--- config.mk ---
export PLATFORM = sky130hd
export DESIGN_NAME = pps_drift_monitor_top_flat
export DESIGN_NICKNAME = d
export VERILOG_FILES = /design/src/rtl/pdm_pkg.sv /design/src/rtl/pdm_if.sv /design/src/rtl/pps_drift_monitor_top.sv /design/src/rtl/pdm_cell.sv /design/src/rtl/pdm_chain.sv /design/src/flat_wrapper.sv
export SDC_FILE = /design/constraint.sdc
export NUM_CORES = 1
export LEC_CHECK = 0
export BUFFER_PORTS_ARGS = -buffer_cell sky130_fd_sc_hd__buf_2
export CAP_MARGIN = 20
export CORE_MARGIN = 2
export CORE_UTILIZATION = 45
export DETAILED_ROUTE_END_ITERATION = 10
export PLACE_DENSITY = 0.66
export SLEW_MARGIN = 10
export SYNTH_ARGS = -nofsm -noshare
export SYNTH_HDL_FRONTEND = slang
export SYNTH_HIERARCHICAL = 1
export SYNTH_SLANG_ARGS = --single-unit
--- constraint.sdc ---
create_clock -name clk -period 9.4 [get_ports clk]
set_input_delay 0.94 -clock clk [delete_from_list [all_inputs] [get_ports clk]]
set_output_delay 0.94 -clock clk [all_outputs]
set_load 0.02 [all_outputs]
--- src/rtl/pdm_pkg.sv ---
// ----------------------------------------------------------------------------
// pdm_pkg: shared definitions for the PPS drift monitor
// Field widths, register indexes, reset values and the cell control bundle.
// ----------------------------------------------------------------------------
package pdm_pkg;

    // Field widths
    localparam int CAPT_W   = 16;
    localparam int WINDOW_W = 17;
    localparam int DIFF_W   = 17;
    localparam int WORD_W   = 32;
    localparam int CFG_IDX_W  = 2;
    localparam int CFG_DATA_W = 32;

    // Default history length in pulses
    localparam int DEFAULT_HISTORY_DEPTH = 10;

    // Configuration register indexes
    localparam logic [CFG_IDX_W-1:0] REG_WINDOW_LIMIT = 2'd0;
    localparam logic [CFG_IDX_W-1:0] REG_GATE_ENABLE  = 2'd1;
    localparam logic [CFG_IDX_W-1:0] REG_GATE_LIMIT   = 2'd2;

    // Register reset values
    localparam logic [WINDOW_W-1:0] WINDOW_LIMIT_RST = 17'd100000;
    localparam logic                GATE_ENABLE_RST  = 1'b1;
    localparam logic [CAPT_W-1:0]   GATE_LIMIT_RST   = 16'd60000;

    // Control broadcast to every history cell
    typedef struct packed {
        logic              shift;
        logic              fill;
        logic [CAPT_W-1:0] capture;
    } pdm_cell_ctrl_t;

endpackage

--- src/rtl/pdm_if.sv ---
// ----------------------------------------------------------------------------
// pdm_if: handshake channels of the PPS drift monitor
// Capture input, result output and configuration write channels.
// ----------------------------------------------------------------------------
interface pdm_sample_if import pdm_pkg::*; ();
    logic              valid;
    logic              ready;
    logic [CAPT_W-1:0] capture_value;

    modport source (output valid, output capture_value, input ready);
    modport sink   (input valid, input capture_value, output ready);
endinterface

interface pdm_result_if import pdm_pkg::*; ();
    logic                     valid;
    logic                     ready;
    logic                     gated_out;
    logic                     in_window;
    logic signed [DIFF_W-1:0] drift_diff;
    logic [WORD_W-1:0]        event_total;
    logic signed [WORD_W-1:0] diff_sum;

    modport source (output valid, output gated_out, output in_window, output drift_diff,
                    output event_total, output diff_sum, input ready);
    modport sink   (input valid, input gated_out, input in_window, input drift_diff,
                    input event_total, input diff_sum, output ready);
endinterface

interface pdm_cfg_if import pdm_pkg::*; ();
    logic                  valid;
    logic                  ready;
    logic [CFG_IDX_W-1:0]  index;
    logic [CFG_DATA_W-1:0] data;

    modport source (output valid, output index, output data, input ready);
    modport sink   (input valid, input index, input data, output ready);
endinterface

--- src/rtl/pps_drift_monitor_top.sv ---
// ----------------------------------------------------------------------------
// pps_drift_monitor_top: ten-pulse drift monitor for a 1PPS capture timer
//
// Channels: sample carries one captured timer value per pulse, result returns
// one item per capture (gate flag, window flag, difference, event count and
// running sum), cfg writes window_limit (0), gate_enable (1), gate_limit (2);
// other indexes are dropped. cfg is always ready.
// Output: a result is loaded into the output register when its capture
// transfers. Throughput: one capture per cycle while no result waits on
// result.ready; the step is one 18-bit subtract and compare plus a 32-bit
// add, and the history row of HISTORY_DEPTH cells shifts or refills with it.
// Reset: registers return to their defaults, counters and history clear;
// the block takes captures as soon as reset is released.
// Stall: while a result waits on result.ready, sample.ready drops; a new
// capture transfers in the same cycle that the waiting result leaves.
// ----------------------------------------------------------------------------
module pps_drift_monitor_top import pdm_pkg::*; #(
    parameter int HISTORY_DEPTH = DEFAULT_HISTORY_DEPTH
) (
    input  logic          clk,
    input  logic          rst_n,
    pdm_cfg_if.sink       cfg,
    pdm_sample_if.sink    sample,
    pdm_result_if.source  result
);

    // Configuration registers
    logic [WINDOW_W-1:0] window_limit_reg;
    logic                gate_enable_reg;
    logic [CAPT_W-1:0]   gate_limit_reg;

    // Counters
    logic [WORD_W-1:0] count_reg;
    logic [WORD_W-1:0] count_next;
    logic [WORD_W-1:0] sum_reg;
    logic [WORD_W-1:0] sum_next;

    // Output register
    logic                     res_valid_reg;
    logic                     res_gated_reg;
    logic                     res_window_reg;
    logic signed [DIFF_W-1:0] res_diff_reg;
    logic [WORD_W-1:0]        res_count_reg;
    logic [WORD_W-1:0]        res_sum_reg;

    logic                       take;
    logic                       gated;
    logic [CAPT_W-1:0]          oldest;
    logic signed [DIFF_W:0]     diff_wide;
    logic signed [DIFF_W:0]     diff_neg;
    logic signed [DIFF_W:0]     lim_wide;
    logic                       accept;
    logic                       fill;
    pdm_cell_ctrl_t             cell_ctrl;

    // Take config writes at any time
    assign cfg.ready = 1'b1;

    always_ff @(posedge clk or negedge rst_n)
    begin
        if (!rst_n)
        begin
            window_limit_reg <= WINDOW_LIMIT_RST;
            gate_enable_reg  <= GATE_ENABLE_RST;
            gate_limit_reg   <= GATE_LIMIT_RST;
        end
        else if (cfg.valid)
        begin
            case (cfg.index)
                REG_WINDOW_LIMIT: window_limit_reg <= cfg.data[WINDOW_W-1:0];
                REG_GATE_ENABLE:  gate_enable_reg  <= cfg.data[0];
                REG_GATE_LIMIT:   gate_limit_reg   <= cfg.data[CAPT_W-1:0];
                default:          ;
            endcase
        end
    end

    // Accept a capture whenever the output register is free or draining
    assign sample.ready = !res_valid_reg || result.ready;
    assign take         = sample.valid && sample.ready;

    // Gate, difference and window test
    assign gated     = gate_enable_reg && (sample.capture_value >= gate_limit_reg);
    assign diff_wide = $signed({2'b00, sample.capture_value}) - $signed({2'b00, oldest});
    assign diff_neg  = -diff_wide;
    assign lim_wide  = $signed({1'b0, window_limit_reg});
    assign accept    = (diff_wide < lim_wide) && (diff_neg < lim_wide);

    // Advance counters on an accepted difference
    always_comb
    begin
        count_next = count_reg;
        sum_next   = sum_reg;
        if (!gated && accept)
        begin
            count_next = count_reg + WORD_W'(1);
            sum_next   = sum_reg + WORD_W'(diff_wide);
        end
    end

    // Refill the whole history while the count is at most one
    assign fill = (count_next <= WORD_W'(1));

    assign cell_ctrl.capture = sample.capture_value;
    assign cell_ctrl.fill    = take && !gated && fill;
    assign cell_ctrl.shift   = take && !gated && !fill;

    pdm_chain #(
        .DEPTH (HISTORY_DEPTH)
    ) u_chain (
        .clk    (clk),
        .rst_n  (rst_n),
        .ctrl   (cell_ctrl),
        .oldest (oldest)
    );

    // Update counters on each transfer
    always_ff @(posedge clk or negedge rst_n)
    begin
        if (!rst_n)
        begin
            count_reg <= '0;
            sum_reg   <= '0;
        end
        else if (take)
        begin
            count_reg <= count_next;
            sum_reg   <= sum_next;
        end
    end

    // Hold result valid until the receiver takes it
    always_ff @(posedge clk or negedge rst_n)
    begin
        if (!rst_n)
        begin
            res_valid_reg <= 1'b0;
        end
        else if (take)
        begin
            res_valid_reg <= 1'b1;
        end
        else if (result.ready)
        begin
            res_valid_reg <= 1'b0;
        end
    end

    // Load result payload
    always_ff @(posedge clk)
    begin
        if (take)
        begin
            res_gated_reg  <= gated;
            res_window_reg <= !gated && accept;
            res_diff_reg   <= gated ? '0 : diff_wide[DIFF_W-1:0];
            res_count_reg  <= count_next;
            res_sum_reg    <= sum_next;
        end
    end

    assign result.valid       = res_valid_reg;
    assign result.gated_out   = res_gated_reg;
    assign result.in_window   = res_window_reg;
    assign result.drift_diff  = res_diff_reg;
    assign result.event_total = res_count_reg;
    assign result.diff_sum    = $signed(res_sum_reg);

`ifndef SYNTH
    // A transfer always leaves a result waiting in the next cycle
    a_take_gives_result : assert property (
        @(posedge clk) disable iff (!rst_n)
        take |=> res_valid_reg
    ) else $error("result missing after capture transfer");

    // A gated capture reports no window hit and a zero difference
    a_gated_clean : assert property (
        @(posedge clk) disable iff (!rst_n)
        (res_valid_reg && res_gated_reg) |-> (!res_window_reg && (res_diff_reg == '0))
    ) else $error("gated result carries window data");

    // The event count moves by one exactly on an accepted, ungated difference
    a_count_step : assert property (
        @(posedge clk) disable iff (!rst_n)
        take |=> (count_reg == ($past(count_reg)
                  + WORD_W'($past(!gated && accept))))
    ) else $error("event count stepped wrongly");

    // Counters stay put between transfers
    a_count_hold : assert property (
        @(posedge clk) disable iff (!rst_n)
        !take |=> ($stable(count_reg) && $stable(sum_reg))
    ) else $error("counters moved without a transfer");
`endif

endmodule

--- src/rtl/pdm_cell.sv ---
// ----------------------------------------------------------------------------
// pdm_cell: one history cell
// Holds one past capture; loads the fresh capture on fill, else takes the
// neighbor's value on shift.
// ----------------------------------------------------------------------------
module pdm_cell import pdm_pkg::*; (
    input  logic              clk,
    input  logic              rst_n,
    input  pdm_cell_ctrl_t    ctrl,
    input  logic [CAPT_W-1:0] prev_value,
    output logic [CAPT_W-1:0] value
);

    logic [CAPT_W-1:0] value_reg;
    logic [CAPT_W-1:0] value_next;

    // Pick fill, shift or hold
    always_comb
    begin
        value_next = value_reg;
        if (ctrl.fill)
        begin
            value_next = ctrl.capture;
        end
        else if (ctrl.shift)
        begin
            value_next = prev_value;
        end
    end

    always_ff @(posedge clk or negedge rst_n)
    begin
        if (!rst_n)
        begin
            value_reg <= '0;
        end
        else
        begin
            value_reg <= value_next;
        end
    end

    assign value = value_reg;

endmodule

--- src/rtl/pdm_chain.sv ---
// ----------------------------------------------------------------------------
// pdm_chain: row of history cells
// Fresh capture enters at the head; the tail holds the capture taken
// DEPTH ungated pulses ago.
// ----------------------------------------------------------------------------
module pdm_chain import pdm_pkg::*; #(
    parameter int DEPTH = DEFAULT_HISTORY_DEPTH
) (
    input  logic              clk,
    input  logic              rst_n,
    input  pdm_cell_ctrl_t    ctrl,
    output logic [CAPT_W-1:0] oldest
);

    logic [CAPT_W-1:0] tap [DEPTH];

    // Build the row; each cell feeds its right neighbor
    for (genvar g = 0; g < DEPTH; g++)
    begin : g_cell
        if (g == 0)
        begin : g_head
            pdm_cell u_cell (
                .clk        (clk),
                .rst_n      (rst_n),
                .ctrl       (ctrl),
                .prev_value (ctrl.capture),
                .value      (tap[g])
            );
        end
        else
        begin : g_body
            pdm_cell u_cell (
                .clk        (clk),
                .rst_n      (rst_n),
                .ctrl       (ctrl),
                .prev_value (tap[g-1]),
                .value      (tap[g])
            );
        end
    end

    assign oldest = tap[DEPTH-1];

endmodule
--- src/flat_wrapper.sv ---
// flat-port wrapper written by rule: the top's interface ports become plain ports
module pps_drift_monitor_top_flat import pdm_pkg::*;
#(
    parameter int HISTORY_DEPTH = DEFAULT_HISTORY_DEPTH
)
  (clk, rst_n, cfg_valid, cfg_index, cfg_data, cfg_ready, sample_valid, sample_capture_value, sample_ready, result_valid, result_gated_out, result_in_window, result_drift_diff, result_event_total, result_diff_sum, result_ready);
  pdm_cfg_if cfg_i ();
  pdm_sample_if sample_i ();
  pdm_result_if result_i ();
  input  logic clk;
  input  logic rst_n;
  input wire logic [$bits(cfg_i.valid)-1:0] cfg_valid;
  input wire logic [$bits(cfg_i.index)-1:0] cfg_index;
  input wire logic [$bits(cfg_i.data)-1:0] cfg_data;
  output wire logic [$bits(cfg_i.ready)-1:0] cfg_ready;
  input wire logic [$bits(sample_i.valid)-1:0] sample_valid;
  input wire logic [$bits(sample_i.capture_value)-1:0] sample_capture_value;
  output wire logic [$bits(sample_i.ready)-1:0] sample_ready;
  output wire logic [$bits(result_i.valid)-1:0] result_valid;
  output wire logic [$bits(result_i.gated_out)-1:0] result_gated_out;
  output wire logic [$bits(result_i.in_window)-1:0] result_in_window;
  output wire logic [$bits(result_i.drift_diff)-1:0] result_drift_diff;
  output wire logic [$bits(result_i.event_total)-1:0] result_event_total;
  output wire logic [$bits(result_i.diff_sum)-1:0] result_diff_sum;
  input wire logic [$bits(result_i.ready)-1:0] result_ready;
  assign cfg_i.valid = cfg_valid;
  assign cfg_i.index = cfg_index;
  assign cfg_i.data = cfg_data;
  assign cfg_ready = cfg_i.ready;
  assign sample_i.valid = sample_valid;
  assign sample_i.capture_value = sample_capture_value;
  assign sample_ready = sample_i.ready;
  assign result_valid = result_i.valid;
  assign result_gated_out = result_i.gated_out;
  assign result_in_window = result_i.in_window;
  assign result_drift_diff = result_i.drift_diff;
  assign result_event_total = result_i.event_total;
  assign result_diff_sum = result_i.diff_sum;
  assign result_i.ready = result_ready;
  pps_drift_monitor_top #(.HISTORY_DEPTH(HISTORY_DEPTH)) u_core (.clk(clk), .rst_n(rst_n), .cfg(cfg_i), .sample(sample_i), .result(result_i));
endmodule
# Yosys cells after proc, flatten, opt, wreduce, memory -nomap -nowiden
# Cells that the tools add are included.
[word_totals]
regBits = 342
in_bits = 55
elab_cells = 72
output_inout_bits = 86
[classes]
n_mux = 24
addsub = 4
n_eq_ne = 2
order_cmp = 4
reduce_logical = 17
[ops]
columns = ["op", "count"]
rows = [
  ["two-way mux 16 bit", 20],
  ["two-way mux 32 bit", 2],
  ["less-than comparator 18 bit", 2],
  ["adder 32 x 1 -> 32 bit, second input constant", 1],
  ["adder 32 bit", 1],
  ["<= comparator 32 x 1 -> 1 bit, second input constant", 1],
  ["negator 18 bit", 1],
  ["subtractor 16 x 16 -> 17 bit", 1],
  ["greater-or-equal comparator 16 bit", 1],
  ["logical AND 1 bit", 7],
  ["AND reduction 2 bit", 3],
  ["nonzero test 2 bit", 2],
  ["logical NOT 1 bit", 3],
  ["== test 2 x 1 -> 1 bit, second input constant", 1],
  ["== test 2 bit, second input constant", 1],
  ["logical NOT 2 bit", 1],
  ["two-way mux 1 bit", 2],
  ["logical OR 1 bit", 1],
]

# Logic depth before layout (Yosys ltp)
# Gate-level depths: netlist of run 1.
[depth]
depth_word = 11
mapped_depth = 29
depth_no_buf = 26

# Modules after synthesis
# The synthesis of run 1 kept the hierarchy.
[modules_own_cells]
columns = ["mod", "cells_per_inst", "n_inst", "area_per_inst_um2", "seq_area_each_um2"]
rows = [
  ["pps_drift_monitor_top", 1270, 1, 11997.8, 4987.3],
  ["pdm_cell", 69, 10, 744.5, 400.4],
]

# Worst setup path before layout of run 1
# No wires, ideal clock.
[synth_timing]
path_kind = "in2reg"
start = "input port sample_capture_value[0]"
end = "register u_core.u_chain.g_cell[0].g_head.u_cell.value_reg[10]"
arrival_ps = 8101
setup_ps = 125
cell_stages = 27
path_slack_ps = 1174
required_ps = 9275
path_buffers = 2
cell_sequence = "inv_1 -> ha_1 -> fa_1 -> nor2b_1 -> o2111a_2 -> or4_1 -> a221oi_2 -> nand2b_1 -> nor3_4 -> nand2_1 -> xnor2_1 -> ha_1 -> a21o_1 -> a21oi_1 -> nor2b_1 -> o21ai_0 -> a21boi_0 -> a311oi_1 -> o21ai_4 -> inv_2 -> buf_2 -> o21ai_0 -> a2111oi_4 -> nand4_2 -> nor4b_2 -> buf_2 -> o21ai_1"
[synth_lines]
columns = ["item", "line_no", "rtl"]
rows = [
  ["from (decl)", "flat_wrapper.sv:17", "input wire logic [$bits(sample_i.capture_value)-1:0] sample_capture_value;"],
  ["to (signal assigned)", "pdm_cell.sv:39", "value_reg <= value_next;"],
  ["to (decl)", "pdm_cell.sv:14", "logic [CAPT_W-1:0] value_reg;"],
]

==> flow_summary.yaml, run 1 <==
run_status:
  outcome: "finished clean"
logic_synthesis:
  synth_edf_count: 83
  netlist_top_cells_area: "dfrtp_1 32%, edfxtp_1 13%, mux2i_1 8.4%"
  ys_ff_latch: 342
  synthesis.nets: 2112
  synth_ff_type: "dfrtp_1"
  synth_largest_area_cell: "dfrtp_1"
  yosysWarnings: 6
  ys_async_sr_fraction_pct: 75.7
  postSynthAreaPerCell_um2: 9.92
  synth.cells.most_frequent: "362 x nand2_1, 245 x dfrtp_1, 164 x mux2i_1, 115 x o21ai_0, 100 x o21ai_1"
  ys_seq_area_share_pct: 46.2
  ys_types: 86
  syn_inst: 1960
  syn_area_mm2: 0.0194
  synth_top_area_share_pct: 31.5
  synth.most_common_cell: "nand2_1"
cts:
  cts_hold_buf: 0
  clockBufferDepth: 3
  clk_latency_ps: 550
  htree_levels: 2
  cts_tree: "done"
  clockRootBuffer: "clkbuf_16"
  cts_resized: 0
  path_clk_slew_ps: 60
  clock_sinks: 342
  cts_buffers: 39
  cts_setup_buffers: 0
detailed_routing:
  top_layer_used: "met4"
  met3_length_mm: 2.01
  viasPerCell: 5.34
  wl_met2_mm: 19.8
  ant_nets: 0
  wire_per_inst_um: 16.1
  drc: 0
  dr.pass1.iters: 5
  wl_met1_mm: 20.1
  wirelength_mm: 42.9
  num_vias: 14200
  drtIter0Drc: 977
global_routing:
  grt_usage_pct: 19.3
  grt_pass1_wl_mm: 69.9
  grt_pass1_vias: 13600
  grt_max_degree: 229
  grt_overflow: 0
  grt_antenna_before_repair: 0
worst_setup_path:
  worstPathArrival_ps: 8510
  startpoint_type: "input pin"
  crit_slowest_cell: "o31a_2"
  critPathMaxStageDelay_ps: 880
  critPathKind: "in2reg"
  cp_top_family: "compound AO/OA/AOI/OAI gates"
  critPathRequiredTime_ps: 9790
  critical_path_buf_inv_count: 5
  crit_path_end_kind: "flip-flop"
  cp_max_fo: 49
hold_path:
  min_path_type: "in2async"
final_layout:
  largest_reg_flops: 144
  antennaDiodeCount: 0
  drive_gt1_share_pct: 13.5
  syn_to_final_growth_pct: 12.0
  design_area_mm2: 0.0218
  nets: 2193
job:
  max_cap_violations: 0
die:
  die_area_mm2: 0.0449
  start_util_pct: 45.3
  core_area_mm2: 0.0429
  rows: 76
  die_h_um: 212
  die_x_um: 212
  pin_count: 141
timing:
  setup_viol_count_final: 0
  timing.final.crit_period_ps: 8120
  hold_viol: 0
  final.period_utilization_pct: 86.4
  rsz0062_at_grt: "no"
  fin_worst_skew_ps: 22.7
  drv_slew: 0
  tightest_slew_ps: 1050
  fin_tns_setup_ps: 0
  clock.fmax_mhz: 123
  relSlewSlack_pct: 30.0
placement:
  dpl.hpwl_mm: 29.0
  place_area_mm2: 0.0203
  gp_congestion: 0.874
  portBuffers: 124
power_and_ir_drop:
  vdd_drop_max_v: 0.000195
  p_per_area_mw_per_mm2: 385
  leakagePower_nw: 9.25
==> power breakdown <==
part	leakage (nW)	switching (W)	internal, W	total (W)
Combinational	4.62	0.00255	0.00164	0.00419
Clock	0.705	0.000621	0.00103	0.00166
Sequential	3.93	0.000302	0.00223	0.00253
Total	9.25	0.00347	0.00491	0.00838
==> stage by stage <==
stage | total power (W) | utilization (%) | hold WS, ps | cells | setup slack, ps
CTS | 0.00842 | 50.8 | 386 | 2657 | 1360
global route | 0.00904 | 50.8 | 421 | 2657 | 662
floorplan | 0.00570 | - | 461 | 1960 | 1170
global placement | 0.00658 | 47.4 | 475 | 2585 | 916
finish | 0.00838 | 50.8 | 365 | 2657 | 1280
detailed placement | 0.00671 | 47.4 | 482 | 2585 | 811
==> placed cells by master (no fill, tap or decap), types with 8 or more instances in the layout <==
cell	Yosys	final
buf_2	14	123
nor3_1	16	16
o31ai_1	10	10
nor2_1	99	98
and2_1	16	16
buf_4	2	16
dfrtp_1	245	245
inv_1	73	73
a21o_1	26	26
ha_1	95	95
o21a_1	12	12
a21oi_1	59	59
clkbuf_16	0	41
dfstp_2	14	14
nand4_1	19	19
and4_1	8	8
o21ai_0	115	115
nand2_1	362	362
xor2_1	31	31
mux2_2	23	23
xnor2_1	92	92
mux2i_1	164	164
edfxtp_1	83	83
nor2b_1	14	14
a31oi_1	11	11
clkbuf_8	0	9
or2_2	8	8
and3_1	18	18
nor4_1	8	8
nand3_1	23	23
o21ai_1	100	100
nand2b_1	8	8
==> per-layer routing <==
layer  vias to the layer above  GRT usage, %
met5                         -             0
met4                         0          6.48
met3                        68          2.83
met2                       327          31.1
met1                      6773          26.7
li1                       7028             -
==> cell type report <==
| type | count | area, um2 |
|---|---|---|
| multi-input combinational | 1441 | 9550 |
| sequential | 342 | 8990 |
| fill | 3896 | 21100 |
| clock buffer | 53 | 1160 |
| inverter | 75 | 284 |
| timing repair buffer | 142 | 791 |
| tap | 585 | 732 |
| clock inverter | 19 | 268 |
==> worst paths after layout <==
kind	start	endpoint	slack (ps)	depth (start not counted)
min reg2reg	u_core/sum_reg[31]$_DFFE_PN0P_	u_core/sum_reg[31]$_DFFE_PN0P_	490	1
max reg2reg	u_core/u_chain/g_cell[9].g_body.u_cell/value[2]$_DFFE_PN0P_	u_core/u_chain/g_cell[7].g_body.u_cell/value[2]$_DFFE_PN0P_	1480	26
max	sample_capture_value[0]	u_core/u_chain/g_cell[7].g_body.u_cell/value[2]$_DFFE_PN0P_	1280	28
min	rst_n	u_core/result.valid$_DFFE_PN0P_	370	1
min in group clk	u_core/sum_reg[31]$_DFFE_PN0P_	u_core/sum_reg[31]$_DFFE_PN0P_	490	1
max in group asynchronous	rst_n	u_core/gate_limit_reg[3]$_DFFE_PN0P_	7630	2
==> logic make-up (layout without fill, tap and decap cells) <==
group / count (synthesis) / after routing / synth area share [%]
buffers and inverters: 177 / 289 / 4.77
AO/OA/AOI/OAI: 404 / 404 / 12.7
adder cells (fa/ha/maj): 98 / 98 / 6.37
flip-flops: 342 / 342 / 46.2
multiplexers: 187 / 187 / 9.78
XOR/XNOR: 123 / 123 / 5.54
AND/OR/NAND/NOR: 628 / 628 / 14.6
other: 1 / 1 / 0.0193
No activity file was read; power rests on OpenSTA's default activity.
==> inputs of run 2 (changes only) <==
--- a/config.mk
+++ b/config.mk
@@ -10,7 +10,7 @@
 export CORE_MARGIN = 2
 export CORE_UTILIZATION = 45
 export DETAILED_ROUTE_END_ITERATION = 10
-export PLACE_DENSITY = 0.66
+export PLACE_DENSITY = 0.73
 export SLEW_MARGIN = 10
 export SYNTH_ARGS = -nofsm -noshare
 export SYNTH_HDL_FRONTEND = slang
==> flow_summary.yaml, run 2 (synthesized netlist as in run 1, its figures left out) <==
run_status:
  outcome: "finished clean"
timing:
  worst_slack_ps: 1570
  timing.final.crit_period_ps: 7830
  fin_worst_skew_ps: 16.9
  clock.fmax_mhz: 128
  tightest_slew_ps: 1180
  relSlewSlack_pct: 21.6
  drv_slew: 0
  final.period_utilization_pct: 83.3
  fin_tns_setup_ps: 0
  rsz0062_at_grt: "no"
  hold_viol: 0
  setup_viol_count_final: 0
hold_path:
  min_path_type: "in2async"
worst_setup_path:
  startpoint_type: "input pin"
  critPathRequiredTime_ps: 9780
  reg2reg_depth: 26
  rrSetupSlack_ps: 1950
  critPathMaxStageDelay_ps: 550
  crit_top_cell: "o21ai_0"
  worstPathArrival_ps: 8210
  cp_top_family: "compound AO/OA/AOI/OAI gates"
  critical_path_buf_inv_count: 5
  worst_r2r_endpoint: "u_core/u_chain/g_cell[9].g_body.u_cell/value[1]$_DFFE_PN0P_"
  r2r_start: "u_core/u_chain/g_cell[9].g_body.u_cell/value[0]$_DFFE_PN0P_"
  crit_path_end_kind: "flip-flop"
  critPathKind: "in2reg"
  cp_num_cells: 28
  crit_slowest_cell: "a311oi_1"
  cp_max_fo: 141
die:
  rows: 76
  die_h_um: 212
  die_area_mm2: 0.0449
  pin_count: 141
  die_x_um: 212
  start_util_pct: 45.3
  core_area_mm2: 0.0429
placement:
  gp_congestion: 0.892
  dpl_worst_slack_ps: 1140
  dpl.hpwl_mm: 28.5
  portBuffers: 124
final_layout:
  antennaDiodeCount: 0
  nets: 2191
  drive_gt1_share_pct: 13.2
  seq_area_mm2: 0.00899
  final_cell_mix: "362 x nand2_1, 245 x dfrtp_1, 164 x mux2i_1"
  nFillCells: 3863
  multiInputGateArea_mm2: 0.00955
  largest_reg_flops: 144
  layout.cells.most_common: "nand2_1"
  syn_to_final_growth_pct: 11.2
detailed_routing:
  wirelength_mm: 42.0
  wire_per_inst_um: 15.8
  num_vias: 14500
  ant_nets: 0
  drtIter0Drc: 1151
  viasPerCell: 5.46
  dr.pass1.iters: 5
  drc: 0
cts:
  path_clk_slew_ps: 60
  cts_resized: 0
  cts_setup_buffers: 0
  clk_latency_ps: 540
  htree_levels: 2
  clockBufferDepth: 3
  cts_tree: "done"
  clock_sinks: 342
  cts_buffers: 37
  cts_hold_buf: 0
  clockRootBuffer: "clkbuf_16"
global_routing:
  grt_pass1_wl_mm: 68.9
  grt_usage_pct: 18.8
  grt_pass1_vias: 13500
  grt_overflow: 0
  grt_antenna_before_repair: 0
  grt_max_degree: 161
power_and_ir_drop:
  power_w: 0.00822
  p_per_area_mw_per_mm2: 380
  leakagePower_nw: 9.16
  vdd_drop_max_v: 0.000259
job:
  max_cap_violations: 0
==> run 2: changes by cell type in the layout (fill, tap and decap cells not counted), sizes merged <==
cell	before	now
bufinv	6	3
clkbuf	53	49
clkinv	10	9
clkinvlp	1	5
inv	77	76
==> run 2: final cells by class <==
class / count / area share, %
inverters: 75 / 1.31
clock buffers: 49 / 4.92
repair buffers: 142 / 3.71
well taps: 585 / 3.39
clock inverters: 18 / 0.932
flip-flops and latches: 342 / 41.6
multi-input cells: 1441 / 44.2
==> run 2: worst max path at each step <==
stage,from,end,slack [ps]
after global placement,sample_capture_value[0],u_core/u_chain/g_cell[0].g_head.u_cell/value[0]$_DFFE_PN0P_,1290
after detailed placement,sample_capture_value[0],u_core/u_chain/g_cell[2].g_body.u_cell/value[0]$_DFFE_PN0P_,1140
after global routing,sample_capture_value[0],u_core/u_chain/g_cell[7].g_body.u_cell/value[0]$_DFFE_PN0P_,1090
after floorplan,sample_capture_value[0],u_core/u_chain/g_cell[0].g_head.u_cell/value[10]$_DFFE_PN0P_,1170
after CTS,sample_capture_value[0],u_core/u_chain/g_cell[2].g_body.u_cell/value[0]$_DFFE_PN0P_,1690
final,sample_capture_value[0],u_core/u_chain/g_cell[9].g_body.u_cell/value[1]$_DFFE_PN0P_,1570
==> run 2: stage by stage <==
| stage | cells | util, % | area, um2 | hold WS (ps) |
|---|---|---|---|---|
| final | 2652 | 50.4 | 21600 | 496 |
| after global placement | 2585 | 47.5 | 20400 | 473 |
| after CTS | 2652 | 50.4 | 21600 | 494 |
| after floorplan | 1960 | - | 19400 | 461 |
| after detailed placement | 2585 | 47.5 | 20400 | 487 |
| after global routing | 2652 | 50.4 | 21600 | 516 |
==> run 2: metal layers <==
| layer | share of wire, % | vias to the layer above | global-route usage, % |
|---|---|---|---|
| li1 | - | 7035 | - |
| met1 | 47 | 6955 | 27.1 |
| met2 | 45 | 409 | 29.3 |
| met3 | 5.2 | 69 | 2.57 |
| met4 | 2.3 | 0 | 5.76 |
| met5 | 0 | - | 0 |
==> run 2: report_power, final <==
part           total [W]  internal [W]  switching (W)
Clock            0.00149      0.000886       0.000604
Sequential       0.00254       0.00223       0.000307
Combinational    0.00420       0.00165        0.00255
==> inputs of run 3 (changes only) <==
--- a/config.mk
+++ b/config.mk
@@ -5,6 +5,7 @@
 export SDC_FILE = /design/constraint.sdc
 export NUM_CORES = 1
 export LEC_CHECK = 0
+export ABC_AREA = 1
 export BUFFER_PORTS_ARGS = -buffer_cell sky130_fd_sc_hd__buf_2
 export CAP_MARGIN = 20
 export CORE_MARGIN = 2
==> constraint.sdc (replaced) <==
create_clock -name clk -period 7.9 [get_ports clk]
set_input_delay 0.79 -clock clk [delete_from_list [all_inputs] [get_ports clk]]
set_output_delay 0.79 -clock clk [all_outputs]
set_load 0.02 [all_outputs]
==> flow_summary.yaml, run 3 <==
run_status:
  outcome: "finished clean"
die:
  rows: 77
  pin_count: 141
  die_h_um: 216
  start_util_pct: 45.7
  die_x_um: 216
  core_area_mm2: 0.0443
  die_area_mm2: 0.0467
power_and_ir_drop:
  vdd_drop_max_v: 0.000234
  leakagePower_nw: 10.8
  p_per_area_mw_per_mm2: 420
global_routing:
  grt_pass1_wl_mm: 84.8
  grt_max_degree: 122
  grt_usage_pct: 22.0
  grt_antenna_before_repair: 1
  grt_pass1_vias: 16900
  grt_overflow: 0
final_layout:
  syn_to_final_growth_pct: 10.4
  utilization_pct: 50.4
  largest_reg_flops: 144
  final_cell_mix: "785 x nand2_1, 362 x nand3_1, 245 x dfrtp_1"
  drive_gt1_share_pct: 11.8
  nets: 2778
  layout.cells.most_common: "nand2_1"
  fin_cells: 3247
detailed_routing:
  drtIter0Drc: 1339
  dr.pass1.iters: 5
  viasPerCell: 5.25
  num_vias: 17100
  wire_per_inst_um: 15.5
  ant_nets: 0
  drc: 0
  wirelength_mm: 50.4
worst_setup_path:
  critPathKind: "in2reg"
  cp_num_cells: 45
  crit_path_end_kind: "flip-flop"
  r2r_start: "u_core/u_chain/g_cell[9].g_body.u_cell/value[0]$_DFFE_PN0P_"
  critPathRequiredTime_ps: 8320
  critPathMaxStageDelay_ps: 390
  worstPathArrival_ps: 7220
  worst_r2r_endpoint: "u_core/u_chain/g_cell[0].g_head.u_cell/value[15]$_DFFE_PN0P_"
  cp_top_family: "simple AND/OR/NAND/NOR gates"
  cp_max_fo: 70
  critical_path_buf_inv_count: 12
  crit_slowest_cell: "fa_1"
  crit_top_cell: "nand2_1"
  reg2reg_depth: 43
  rrSetupSlack_ps: 1240
  startpoint_type: "input pin"
logic_synthesis:
  syn_inst: 2534
  synth_ff_type: "dfrtp_1"
  syn_area_mm2: 0.0202
  synth_top_area_share_pct: 30.3
  ys_async_sr_fraction_pct: 75.7
  yosysWarnings: 6
  postSynthAreaPerCell_um2: 7.99
  synth.most_common_cell: "nand2_1"
  synthesis.nets: 2686
  netlist_top_cells_area: "dfrtp_1 30%, nand2_1 15%, edfxtp_1 12%"
  synth.cells.most_frequent: "786 x nand2_1, 362 x nand3_1, 245 x dfrtp_1, 233 x inv_1, 133 x nor2_1"
  ys_types: 49
  synth_largest_area_cell: "dfrtp_1"
  synth_edf_count: 83
  ys_seq_area_share_pct: 44.4
  ys_ff_latch: 342
timing:
  tightest_slew_ps: 968
  relSlewSlack_pct: 35.5
  hold_viol: 0
  fin_hold_ws_ps: 350
  rsz0062_at_grt: "no"
  drv_slew: 0
  fin_tns_setup_ps: 0
  setup_viol_count_final: 0
  final.period_utilization_pct: 86.1
  fin_worst_skew_ps: 24.5
  timing.final.crit_period_ps: 6810
  worst_slack_ps: 1090
  clock.fmax_mhz: 147
placement:
  dpl.hpwl_mm: 36.7
  gp_congestion: 0.928
  dp.cells: 3176
  portBuffers: 124
  dpl_worst_slack_ps: 610
cts:
  cts_tree: "done"
  cts_setup_buffers: 0
  clock_sinks: 342
  cts_buffers: 38
  clockRootBuffer: "clkbuf_16"
  clockBufferDepth: 3
  clk_latency_ps: 560
  cts_hold_buf: 0
  path_clk_slew_ps: 60
  htree_levels: 2
  cts_resized: 0
job:
  max_cap_violations: 0
hold_path:
  min_path_type: "in2async"
run 3: how the worst max path moves through the flow:
stage | startpoint | end | slack, ps
5_1_grt | sample_capture_value[0] | u_core/u_chain/g_cell[0].g_head.u_cell/value[15]$_DFFE_PN0P_ | 370
3_5_place_dp | sample_capture_value[0] | u_core/u_chain/g_cell[3].g_body.u_cell/value[9]$_DFFE_PN0P_ | 610
2_1_floorplan | sample_capture_value[0] | u_core/u_chain/g_cell[0].g_head.u_cell/value[4]$_DFFE_PN0P_ | 1870
4_1_cts | sample_capture_value[0] | u_core/u_chain/g_cell[7].g_body.u_cell/value[15]$_DFFE_PN0P_ | 1130
3_3_place_gp | sample_capture_value[0] | u_core/u_chain/g_cell[1].g_body.u_cell/value[5]$_DFFE_PN0P_ | 710
6_report | sample_capture_value[0] | u_core/u_chain/g_cell[0].g_head.u_cell/value[15]$_DFFE_PN0P_ | 1090
run 3: layer usage:
layer | part of all wire [%] | global-route usage, % | up-vias | wire length (um)
li1 | - | - | 8503 | -
met1 | 46 | 29.8 | 8057 | 23100
met3 | 5.5 | 3.49 | 79 | 2750
met5 | 0 | 0 | - | 0
met4 | 2.9 | 7.31 | 0 | 1440
met2 | 46 | 36.1 | 417 | 23100
run 3: final cells by class:
type / count / area (um2)
diodes: 1 / 2.50
clock buffers: 50 / 1030
clock inverters: 18 / 135
fillers: 4259 / 22000
inverters: 254 / 958
multi-input cells: 1836 / 9550
flip-flops and latches: 342 / 8990
well taps: 592 / 741
repair buffers: 154 / 958
run 3: through the flow:
stage | power [W] | cell area, um2
after floorplan | 0.00651 | 20200
after global placement | 0.00755 | 21200
after detailed placement | 0.00771 | 21200
after CTS | 0.00942 | 22300
after global routing | 0.0102 | 22400
final | 0.00939 | 22400
run 3: where the power goes:
group          total (W)  switching [W]  internal [W]
logic            0.00472        0.00310       0.00162
clock network    0.00167       0.000738      0.000929
registers        0.00301       0.000373       0.00264
run 3: logic make-up after synthesis:
group | Yosys count | share of synthesized area (%)
flops | 342 | 44.4
buf+inv | 356 | 8.53
other cells | 1 | 0.0185
xor+xnor | 63 | 2.73
compound gates | 235 | 6.16
fa+ha+maj | 97 | 6.07
simple gates | 1440 | 32.1
run 3: worst reg2reg max path, delay by kind of cell, from the launching register on:
kind / cells / cell delay, ps
xor gates and xnor gates: 1 / 200
buffers and inverters: 10 / 1470
DFF: 1 / 390
and+or+nand+nor: 28 / 3420
AOI/OAI and AO/OA: 1 / 170
adders and majority gates: 3 / 870
